<file path="config.mk">
export PLATFORM = sky130hd
export DESIGN_NAME = tsi_front
export DESIGN_NICKNAME = d
export VERILOG_FILES = /design/src/rtl/core/tsi_pkg.sv /design/src/rtl/core/tsi_front.sv
export SDC_FILE = /design/constraint.sdc
export NUM_CORES = 1
export LEC_CHECK = 0
export BUFFER_PORTS_ARGS = -buffer_cell sky130_fd_sc_hd__buf_2
export CAP_MARGIN = 25
export CORE_MARGIN = 3
export CORE_UTILIZATION = 40
export DETAILED_ROUTE_END_ITERATION = 8
export GPL_ROUTABILITY_DRIVEN = 0
export PLACE_DENSITY = 0.85
export SKIP_LAST_GASP = 1
export SLEW_MARGIN = 40
export SYNTH_ARGS = -nofsm -noshare
export SYNTH_HDL_FRONTEND = slang
export SYNTH_SLANG_ARGS = --single-unit
export TNS_END_PERCENT = 100
</file>
<file path="constraint.sdc">
create_clock -name clk -period 3.01 [get_ports clk]
set_input_delay 0.1505 -clock clk [delete_from_list [all_inputs] [get_ports clk]]
set_output_delay 0.1505 -clock clk [all_outputs]
set_load 0.01 [all_outputs]
</file>
<file path="src/rtl/core/tsi_pkg.sv">
// Types, constants and codes of the telemetry sample interpolator.
package tsi_pkg;

	localparam int CHANNEL_COUNT = 16;
	localparam int QUEUE_DEPTH = 2;
	localparam int DIV_W = 36;
	localparam int DIV_CNT_W = $clog2(DIV_W + 1);

	localparam logic [31:0] TWO_PI_Q = 32'd411775;
	localparam logic [35:0] WRAP_OFS = 36'd6746521600;
	localparam logic [35:0] RECIP_NUM = 36'd65536000000;
	localparam logic [25:0] RATE_MAX = 26'h3FFFFFF;
	localparam logic [16:0] ONE_Q = 17'd65536;

	// Products at or above this give a blend factor above one.
	localparam logic [35:0] FACTOR_CLAMP = 36'd65537000000;
	// ceil(2^44 / 15625): exact quotient by 15625 for 30-bit dividends.
	localparam logic [30:0] FACTOR_RECIP = 31'd1125899907;
	// floor(2^42 / TWO_PI_Q): quotient estimate from the top 24 of 34 bits.
	localparam logic [23:0] WRAP_RECIP = 24'd10680703;

	localparam logic [19:0] MIN_INTERVAL_RST = 20'd1000;
	localparam logic [23:0] STALE_INTERVAL_RST = 24'd250000;

	localparam logic [0:0] REG_MIN_INTERVAL = 1'd0;
	localparam logic [0:0] REG_STALE_INTERVAL = 1'd1;

	localparam logic [1:0] KIND_FEED = 2'd0;
	localparam logic [1:0] KIND_LINEAR = 2'd1;
	localparam logic [1:0] KIND_ANGLE_POS = 2'd2;
	localparam logic [1:0] KIND_ANGLE_SYM = 2'd3;

	typedef enum logic [1:0] {OP_FEED, OP_LIN, OP_ANG_POS, OP_ANG_SYM} op_t;

	typedef struct packed {
		logic [1:0] kind;
		logic [3:0] channel;
		logic signed [31:0] sample_value;
		logic [31:0] now_us;
	} in_t;

	typedef struct packed {
		logic signed [31:0] interpolated_value;
		logic [3:0] channel_echo;
	} out_t;

	typedef struct packed {
		op_t op;
		logic chan_ok;
		logic [3:0] channel;
		logic signed [31:0] sample;
		logic [31:0] now;
	} job_t;

	typedef struct packed {
		logic start;
		logic [DIV_CNT_W-1:0] nbits;
		logic [DIV_W-1:0] num;
		logic [31:0] den;
	} div_req_t;

	typedef struct packed {
		logic done;
		logic [DIV_W-1:0] quo;
	} div_rsp_t;

endpackage

</file>
<file path="src/rtl/core/tsi_front.sv">
// Front end: takes input beats, classifies them and hands them to the queue.
module tsi_front import tsi_pkg::*; (
	input  logic clk,
	input  logic arst_n,
	input  logic in_valid,
	output logic in_stall,
	input  in_t  in_data,
	output logic job_valid,
	input  logic job_full,
	output job_t job
);

	logic valid_s1;
	job_t job_s1;
	op_t  op_w;

	always_comb begin
		unique case (in_data.kind)
			KIND_FEED:      op_w = OP_FEED;
			KIND_LINEAR:    op_w = OP_LIN;
			KIND_ANGLE_POS: op_w = OP_ANG_POS;
			default:        op_w = OP_ANG_SYM;
		endcase
	end

	assign in_stall = valid_s1 && job_full;
	assign job_valid = valid_s1;
	assign job = job_s1;

	always_ff @(posedge clk or negedge arst_n) begin
		if (!arst_n) begin
			valid_s1 <= 1'b0;
		end else if (!in_stall) begin
			valid_s1 <= in_valid;
		end
	end

	always_ff @(posedge clk) begin
		if (!in_stall && in_valid) begin
			job_s1.op <= op_w;
			job_s1.chan_ok <= (32'(in_data.channel) < CHANNEL_COUNT);
			job_s1.channel <= in_data.channel;
			job_s1.sample <= in_data.sample_value;
			job_s1.now <= in_data.now_us;
		end
	end

endmodule

</file>
==> out/metrics.yaml <==
timing:
  finalSetupViolCount: 0
  tns_ps: 0
  max_freq_mhz: 692.8
  drv_slew: 0
  hold_violations: 0
  finClkSkew_ps: 7.260
  fin_crit_ps: 1443
  period_share_pct: 47.95
  grt_setup_unrepaired: "no"
  timing.hold.ws_ps: 20.57
floorplan:
  core_um2: 5172
  ios: 147
  start_util_pct: 41.97
  fp.dieArea_um2: 6347
  dieWidth_um: 79.67
  die_y_um: 79.67
  rows: 26
logic_synthesis:
  syn-mean-instance-area_um2: 27.83
  synth_area_leader_cell: "edfxtp_1"
  synth_top_area_share_pct: 96.83
  synth_fp_nets: 152
  yosysSeqAreaShare_pct: 97.98
  synth.distinct_cells: 8
  ys_top_cells_by_area: "edfxtp_1 (97%), dfrtp_1 (1.2%), a21boi_2 (0.52%)"
  synthCells: 78
  ys_warn_count: 0
  synth_seq_cells: 71
  synth_area_um2: 2171
power:
  clockPowerShare_pct: 30.1
  peakVddDrop_uv: 327.3
  p_leak_nw: 1.655
  p_comb_share_pct: 11.9
  pwr-share-seq_pct: 58.0
  switchingPower_mw: 0.4312
  swShare_pct: 21.46
  p_per_area_nw_per_um2: 519.0
  internal-power_mw: 1.578
worst_setup_path:
  reg2reg_from: "job_valid"
  reg2reg_to: "job[22]"
  rrSetupSlack_ps: 1570
  r2r_cells: 2
  worstPathArrival_ps: 1450
  critical_path.startpoint_type: "flip-flop"
  crit_required_ps: 3020
  path_max_fanout: 47
  worst_setup_path_end_kind: "flip-flop"
  critical_path_class: "reg -> reg"
global_route:
  grt_usage_pct: 18.20
  grt_pass1_wl_um: 8252
  grt_overflow: 0
  grt_max_degree: 48
  grt_pass1_vias: 1711
  antenna_found_initial: 0
min_path:
  hold_depth: 1
  min_to: "job[17]"
  worstHoldStart: "in_data[17]"
  hold_class: "in -> reg"
finish:
  drive_above_1_share_pct: 52.12
  antenna_cells: 0
  seqCellArea_um2: 2127
  multi_input_area_um2: 36.28
  fillCellCount: 319
  stdcell_area_um2: 3871
  syn2layout_area_growth_pct: 78.33
  fin_nets: 376
clocking:
  htreeDepth: 3
  clkTransAtPathRegs_ps: 70
  clock_sinks: 71
  cts_tree: "done"
  post_cts_buffers: 0
  cts_buffers: 9
  cts_root_buffer: "clkbuf_8"
  clock_path_buffers: 2
  clk_latency_ps: 320
detailed_routing:
  viasPerCell: 4.241
  post-route-drc-count: 0
  dr_total_vias: 1599
  routedWlPerCell_um: 15.65
  antenna_left: 0
  wl_um: 5900
  drt-pass1-iter-count: 4
  drt_iter0_drc: 42
placement:
  dpl_cell_area_um2: 2997
  port_buffers: 145
status:
  status: "complete, no violations"
flow_run:
  drv_cap: 0
-- placed cells by master, fill, tap and decap left out --
cell type	count
conb_1	1
clkinvlp_4	1
clkinv_1	2
buf_12	1
clkbuf_8	9
a21o_1	1
and2_1	1
dlygate4sd3_1	69
dfrtp_1	1
a21boi_4	1
clkinv_2	2
buf_16	1
buf_2	145
clkbuf_1	2
edfxtp_1	70
-- worst max-delay path, cell delays in order, from the launching register on --
cell      delay [ps]
dfrtp_1          430
a21boi_4         380
buf_12           310
-- layer usage --
metal | vias to the layer above | global-route usage [%] | wire [µm]
met4 | 0 | 8.247 | 75
met1 | 740 | 18.77 | 2088
met5 | - | 0 | 0
met2 | 94 | 33.39 | 3257
li1 | 757 | - | -
met3 | 8 | 5.643 | 479
-- area by class of cell --
| type | instances | area share (%) |
|---|---|---|
| well taps | 70 | 2.262 |
| clock inverters | 5 | 0.6464 |
| repair buffers | 216 | 37.82 |
| flip-flops and latches | 71 | 54.95 |
| clock buffers | 11 | 3.394 |
| multi-input cells | 4 | 0.9373 |
-- cell usage after synthesis (all sizes together) --
cell type	count
edfxtp	70
dfrtp	1
a21boi	1
clkbuf	2
and2	1
buf	1
conb	1
a21o	1
-- worst max path at each step --
stage,start,end,cells after the start
after CTS,job_valid,job[22],2
after detailed placement,job_valid,job[70],2
after global routing,job_valid,job[30],2
after floorplan,job_valid,job[0],1
final,job_valid,job[22],2
after global placement,job_valid,job[47],2
-- logic make-up after synthesis --
group	share of synthesized area, %
AND/OR/NAND/NOR	0.2884
buffers and inverters	0.6919
AO/OA/AOI/OAI	0.8646
flip-flops	97.98
other	0.1727
-- registers in the layout (all words and copies together) (netlist names) --
name       flops
job           70
job_valid      1
-- through the flow --
step                std cells  power (mW)  utilization, %  setup slack, ps
floorplan                  78       1.242               -            223.5
global placement          291       1.340           57.93             1302
detailed placement        291       1.346           57.93             1251
CTS                       370       2.006           73.15             1245
global route              377       2.095           74.84             1483
finish                    377       2.009           74.84             1567
-- power groups by stage --
stage | registers, mW | clock network, mW | logic [mW]
2_1_floorplan | 1.22 | 0 | 0.0220
3_3_place_gp | 1.18 | 0 | 0.156
3_5_place_dp | 1.19 | 0 | 0.159
4_1_cts | 1.17 | 0.618 | 0.223
5_1_grt | 1.17 | 0.669 | 0.256
6_report | 1.17 | 0.605 | 0.238
-- timing repair --
action	4_1_cts	5_1_grt
endpoints found under the hold margin	63	6
resized for setup	0	0
hold buffers	63	6
Power figures use the tool's default switching activity.
