--- src/rtl/core/tsi_pkg.sv ---
// Types, constants and codes of the telemetry sample interpolator.
package tsi_pkg;

	localparam int CHANNEL_COUNT = 16;
	localparam int QUEUE_DEPTH = 2;
	localparam int DIV_W = 36;
	localparam int DIV_CNT_W = $clog2(DIV_W + 1);

	localparam logic [31:0] TWO_PI_Q = 32'd411775;
	localparam logic [35:0] WRAP_OFS = 36'd6746521600;
	localparam logic [35:0] RECIP_NUM = 36'd65536000000;
	localparam logic [25:0] RATE_MAX = 26'h3FFFFFF;
	localparam logic [16:0] ONE_Q = 17'd65536;

	// Products at or above this give a blend factor above one.
	localparam logic [35:0] FACTOR_CLAMP = 36'd65537000000;
	// ceil(2^44 / 15625): exact quotient by 15625 for 30-bit dividends.
	localparam logic [30:0] FACTOR_RECIP = 31'd1125899907;
	// floor(2^42 / TWO_PI_Q): quotient estimate from the top 24 of 34 bits.
	localparam logic [23:0] WRAP_RECIP = 24'd10680703;

	localparam logic [19:0] MIN_INTERVAL_RST = 20'd1000;
	localparam logic [23:0] STALE_INTERVAL_RST = 24'd250000;

	localparam logic [0:0] REG_MIN_INTERVAL = 1'd0;
	localparam logic [0:0] REG_STALE_INTERVAL = 1'd1;

	localparam logic [1:0] KIND_FEED = 2'd0;
	localparam logic [1:0] KIND_LINEAR = 2'd1;
	localparam logic [1:0] KIND_ANGLE_POS = 2'd2;
	localparam logic [1:0] KIND_ANGLE_SYM = 2'd3;

	typedef enum logic [1:0] {OP_FEED, OP_LIN, OP_ANG_POS, OP_ANG_SYM} op_t;

	typedef struct packed {
		logic [1:0] kind;
		logic [3:0] channel;
		logic signed [31:0] sample_value;
		logic [31:0] now_us;
	} in_t;

	typedef struct packed {
		logic signed [31:0] interpolated_value;
		logic [3:0] channel_echo;
	} out_t;

	typedef struct packed {
		op_t op;
		logic chan_ok;
		logic [3:0] channel;
		logic signed [31:0] sample;
		logic [31:0] now;
	} job_t;

	typedef struct packed {
		logic start;
		logic [DIV_CNT_W-1:0] nbits;
		logic [DIV_W-1:0] num;
		logic [31:0] den;
	} div_req_t;

	typedef struct packed {
		logic done;
		logic [DIV_W-1:0] quo;
	} div_rsp_t;

endpackage

--- src/rtl/core/tsi_fifo.sv ---
// Short queue of classified jobs between the front end and the engine.
module tsi_fifo import tsi_pkg::*; (
	input  logic clk,
	input  logic arst_n,
	input  logic push,
	input  job_t push_data,
	output logic full,
	input  logic pop,
	output logic not_empty,
	output job_t pop_data
);

	localparam int PTR_W = (QUEUE_DEPTH > 1) ? $clog2(QUEUE_DEPTH) : 1;
	localparam int CNT_W = $clog2(QUEUE_DEPTH + 1);

	job_t mem_q [QUEUE_DEPTH];
	logic [PTR_W-1:0] wr_q, rd_q;
	logic [CNT_W-1:0] cnt_q;
	logic do_push, do_pop;

	assign full = (cnt_q == CNT_W'(QUEUE_DEPTH));
	assign not_empty = (cnt_q != '0);
	assign do_push = push && !full;
	assign do_pop = pop && not_empty;
	assign pop_data = mem_q[rd_q];

	always_ff @(posedge clk or negedge arst_n) begin
		if (!arst_n) begin
			wr_q <= '0;
			rd_q <= '0;
			cnt_q <= '0;
		end else begin
			if (do_push) begin
				wr_q <= (wr_q == PTR_W'(QUEUE_DEPTH - 1)) ? '0 : wr_q + 1'b1;
			end
			if (do_pop) begin
				rd_q <= (rd_q == PTR_W'(QUEUE_DEPTH - 1)) ? '0 : rd_q + 1'b1;
			end
			if (do_push && !do_pop) begin
				cnt_q <= cnt_q + 1'b1;
			end else if (do_pop && !do_push) begin
				cnt_q <= cnt_q - 1'b1;
			end
		end
	end

	always_ff @(posedge clk) begin
		if (do_push) begin
			mem_q[wr_q] <= push_data;
		end
	end

endmodule

--- config.mk ---
export PLATFORM = sky130hd
export DESIGN_NAME = tsi_fifo
export DESIGN_NICKNAME = d
export VERILOG_FILES = /design/src/rtl/core/tsi_pkg.sv /design/src/rtl/core/tsi_fifo.sv
export SDC_FILE = /design/constraint.sdc
export NUM_CORES = 1
export LEC_CHECK = 0
export BUFFER_PORTS_ARGS = -buffer_cell sky130_fd_sc_hd__buf_2
export CAP_MARGIN = 40
export CELL_PAD_IN_SITES_DETAIL_PLACEMENT = 0
export CELL_PAD_IN_SITES_GLOBAL_PLACEMENT = 1
export CORE_MARGIN = 1
export CORE_UTILIZATION = 35
export CTS_BUF_LIST = sky130_fd_sc_hd__clkbuf_16
export DETAILED_ROUTE_END_ITERATION = 10
export PLACE_DENSITY = 0.7
export SLEW_MARGIN = 20
export SYNTH_ARGS = -nofsm -noshare
export SYNTH_HDL_FRONTEND = slang
export SYNTH_SLANG_ARGS = --single-unit
--- constraint.sdc ---
create_clock -name clk -period 4.6 [get_ports clk]
set_input_delay 0.46 -clock clk [delete_from_list [all_inputs] [get_ports clk]]
set_output_delay 0.46 -clock clk [all_outputs]
set_load 0.1 [all_outputs]
==> flow_summary.yaml <==
cells_and_area:
  layout-drive-gt1-share_pct: 60.91
  layout.nets: 480
  ff_latch_area_um2: 4368
  syn2layout_area_growth_pct: 27.41
  postLayoutCellArea_um2: 7229
  antenna_cells: 0
  final_cell_count_no_fill: 633
  multiInputGateArea_um2: 1164
  fill_cells: 1397
drt:
  drt_pass1_iterations: 4
  wl_um: 9735
  remaining_drc_errors: 0
  count_of_nets_left_with_antenna_violations_after_detail_routing: 0
  route.detailed.wl_per_inst_um: 15.38
  route.detailed.vias_per_inst: 4.273
  detailroute.via_count: 2705
  initialDrtViolationCount: 123
global_routing:
  grt_first_pass_wirelength_um: 14640
  gr-usage-all-layers_pct: 12.28
  grt-ovfl-total: 0
  grt_pass1_vias: 2808
  grt_max_degree: 40
  number_of_antenna_violations_at_the_first_check_in_global_routing: 1
synthesis:
  yosysUniqueCellTypes: 16
  synth_cells: 240
  ys_seq_area_share_pct: 76.91
  syn_area_um2: 5674
  synth-warning-count: 0
  postSynthNetCount: 316
  ys_ff_latch: 146
  synthesized_area_per_cell_um2: 23.64
clocking:
  clock_tree_root_driver_cell: "sky130_fd_sc_hd__clkbuf_16"
  htreeDepth: 4
  tritoncts: "done"
  clkLatencyLatePin_ns: 0.41
  cts.reportedPaths.clkPinSlew_ns: 0.06
  cts-buffers-inserted: 17
  cts-root-to-sink-buffers: 2
  cts.repair_timing.setup_buffer_count: 0
  numClockSinks: 146
floorplanning:
  dieWidth_um: 129.3
  dieArea_um2: 16730
  floorplan.io_pins: 148
  core_region_area_um2: 15830
  num_rows: 46
  floorplan.initialDensity_pct: 35.85
  die_height_um: 129.3
sta:
  hold_ws_ns: 0.2297
  total_of_endpoints_with_negative_setup_slack_in_the_final_report: 0
  timing.final.max_slew_violations: 0
  slew_headroom_pct: 54.70
  fin_skew_ns: 0.006180
  timing.setup.tns_ns: 0
  rsz0062_at_grt: "no"
  achievable-frequency_mhz: 339.8
  hold_viol_final: 0
  tightest_slew_ns: 0.6795
  finalWorstPathRequiredPeriod_ns: 2.942
  final_min_period_over_clock_period_pct: 63.97
critical_path:
  critPathArrivalTime_ns: 2.48
  worstPathMaxFanout: 34
  worstSetupStartpointType: "flip-flop"
  crit_family: "flip-flops"
  worst_setup_path_end_kind: "primary output"
  data_required_critical_path_ns: 4.14
  crit_chain: "buf_4 -> mux2_2 -> buf_2"
  critical_path.slowest_cell: "sky130_fd_sc_hd__dfrtp_4"
  crit_path_max_incr_delay_ns: 0.87
  critPathKind: "flip-flop to primary output"
  critical_path.n_buffers_inverters: 2
outcome:
  status: "complete, no violations"
placement:
  placed_cell_area_um2: 6620
  port_buffers: 147
  gp_congestion: 0.6666
  detailed_place_hpwl_um: 6402
  numPlacedInstances: 600
worst_hold_path:
  hold_path.class: "input pin to flip-flop"
job:
  drv.max_cap_violation_count: 0
area by class of cell:
class / instances / share of cell area [%]
sequential: 146 / 60.42
multi-input combinational: 84 / 16.10
timing repair buffer: 153 / 11.35
clock buffer: 17 / 5.884
tap: 216 / 3.738
clock inverter: 15 / 2.406
inverter: 2 / 0.1038
worst reg2reg max path: cells and delay by family (launching register included):
family | cells | cell delay (ns)
buffers and inverters | 1 | 0.29
DFF | 1 | 0.40
and+or+nand+nor | 3 | 0.74
flip-flops by register name, summed over array words and instances, names as in the netlist:
register  count
mem_q       142
rd_q          1
wr_q          1
cnt_q         2
logic make-up after synthesis:
family,Yosys count,share of synthesized area [%]
XOR/XNOR,5,0.7719
buffers and inverters,10,2.800
multiplexers,71,18.65
adder cells (fa/ha/maj),1,0.2205
AND/OR/NAND/NOR,7,0.6397
flip-flops,146,76.91
cell usage in the layout, fill, tap and decap left out, drive strengths merged, types with 2 or more instances in the layout:
master and n:
bufinv 4, clkbuf 17, nor2 2, nand2 2, xnor2 3, mux2 71
edfxtp 142, inv 4, xor2 2, clkinv 8, dfrtp 4, buf 152
per-layer routing:
layer	GRT usage, %	share of wire [%]	vias to the layer above	routed length, um
met5	0	0	-	0
met2	19.86	51	85	4952
met4	6.021	1.4	0	141
li1	-	-	1274	-
met3	5.409	6.6	12	647
met1	13.90	41	1334	3994
per-stage QoR:
step / utilization (%) / worst slack (ns)
after global routing: 45.68 / 1.528
after global placement: 41.57 / 2.082
after detailed placement: 41.83 / 2.059
after floorplan: - / 0.5113
after CTS: 45.68 / 1.598
final: 45.68 / 1.658
synth_stat cells:
cell	count	area share, %
sky130_fd_sc_hd__mux2_4	69	18
sky130_fd_sc_hd__mux2_2	2	0.40
sky130_fd_sc_hd__nor2_1	2	0.13
sky130_fd_sc_hd__or2_2	1	0.11
sky130_fd_sc_hd__buf_12	7	2.5
sky130_fd_sc_hd__and3_1	1	0.11
sky130_fd_sc_hd__nand2_2	1	0.11
sky130_fd_sc_hd__nand2_1	1	0.066
sky130_fd_sc_hd__xnor2_1	3	0.46
sky130_fd_sc_hd__xor2_1	2	0.31
sky130_fd_sc_hd__inv_1	2	0.13
sky130_fd_sc_hd__ha_1	1	0.22
sky130_fd_sc_hd__nand2b_1	1	0.11
sky130_fd_sc_hd__buf_6	1	0.20
sky130_fd_sc_hd__dfrtp_1	4	1.8
sky130_fd_sc_hd__edfxtp_1	142	75
worst paths after layout:
kind / from / endpoint / slack (ns) / cells after the start
worst min register to register: cnt_q[1]$_DFFE_PN0P_ / cnt_q[1]$_DFFE_PN0P_ / 0.49 / 1
worst max-delay path: rd_q$_DFFE_PN0P_ / pop_data[48] / 1.66 / 3
min in group asynchronous: arst_n / wr_q$_DFFE_PN0N_ / 0.38 / 2
worst max register to register: cnt_q[0]$_DFFE_PN0P_ / mem_q[0][48]$_DFFE_PP_ / 2.83 / 4
max in group asynchronous: arst_n / rd_q$_DFFE_PN0P_ / 4.08 / 2
worst min-delay path: push_data[44] / mem_q[0][44]$_DFFE_PP_ / 0.23 / 1
what timing repair did:
action | CTS | global route
resized for setup | 0 | 0
hold buffers | 1 | 0
hold endpoints to repair | 4 | 0
Power is left out: the tool's default activity adds up to more than one toggle a clock period on the data nets, which glitch-free logic cannot reach.
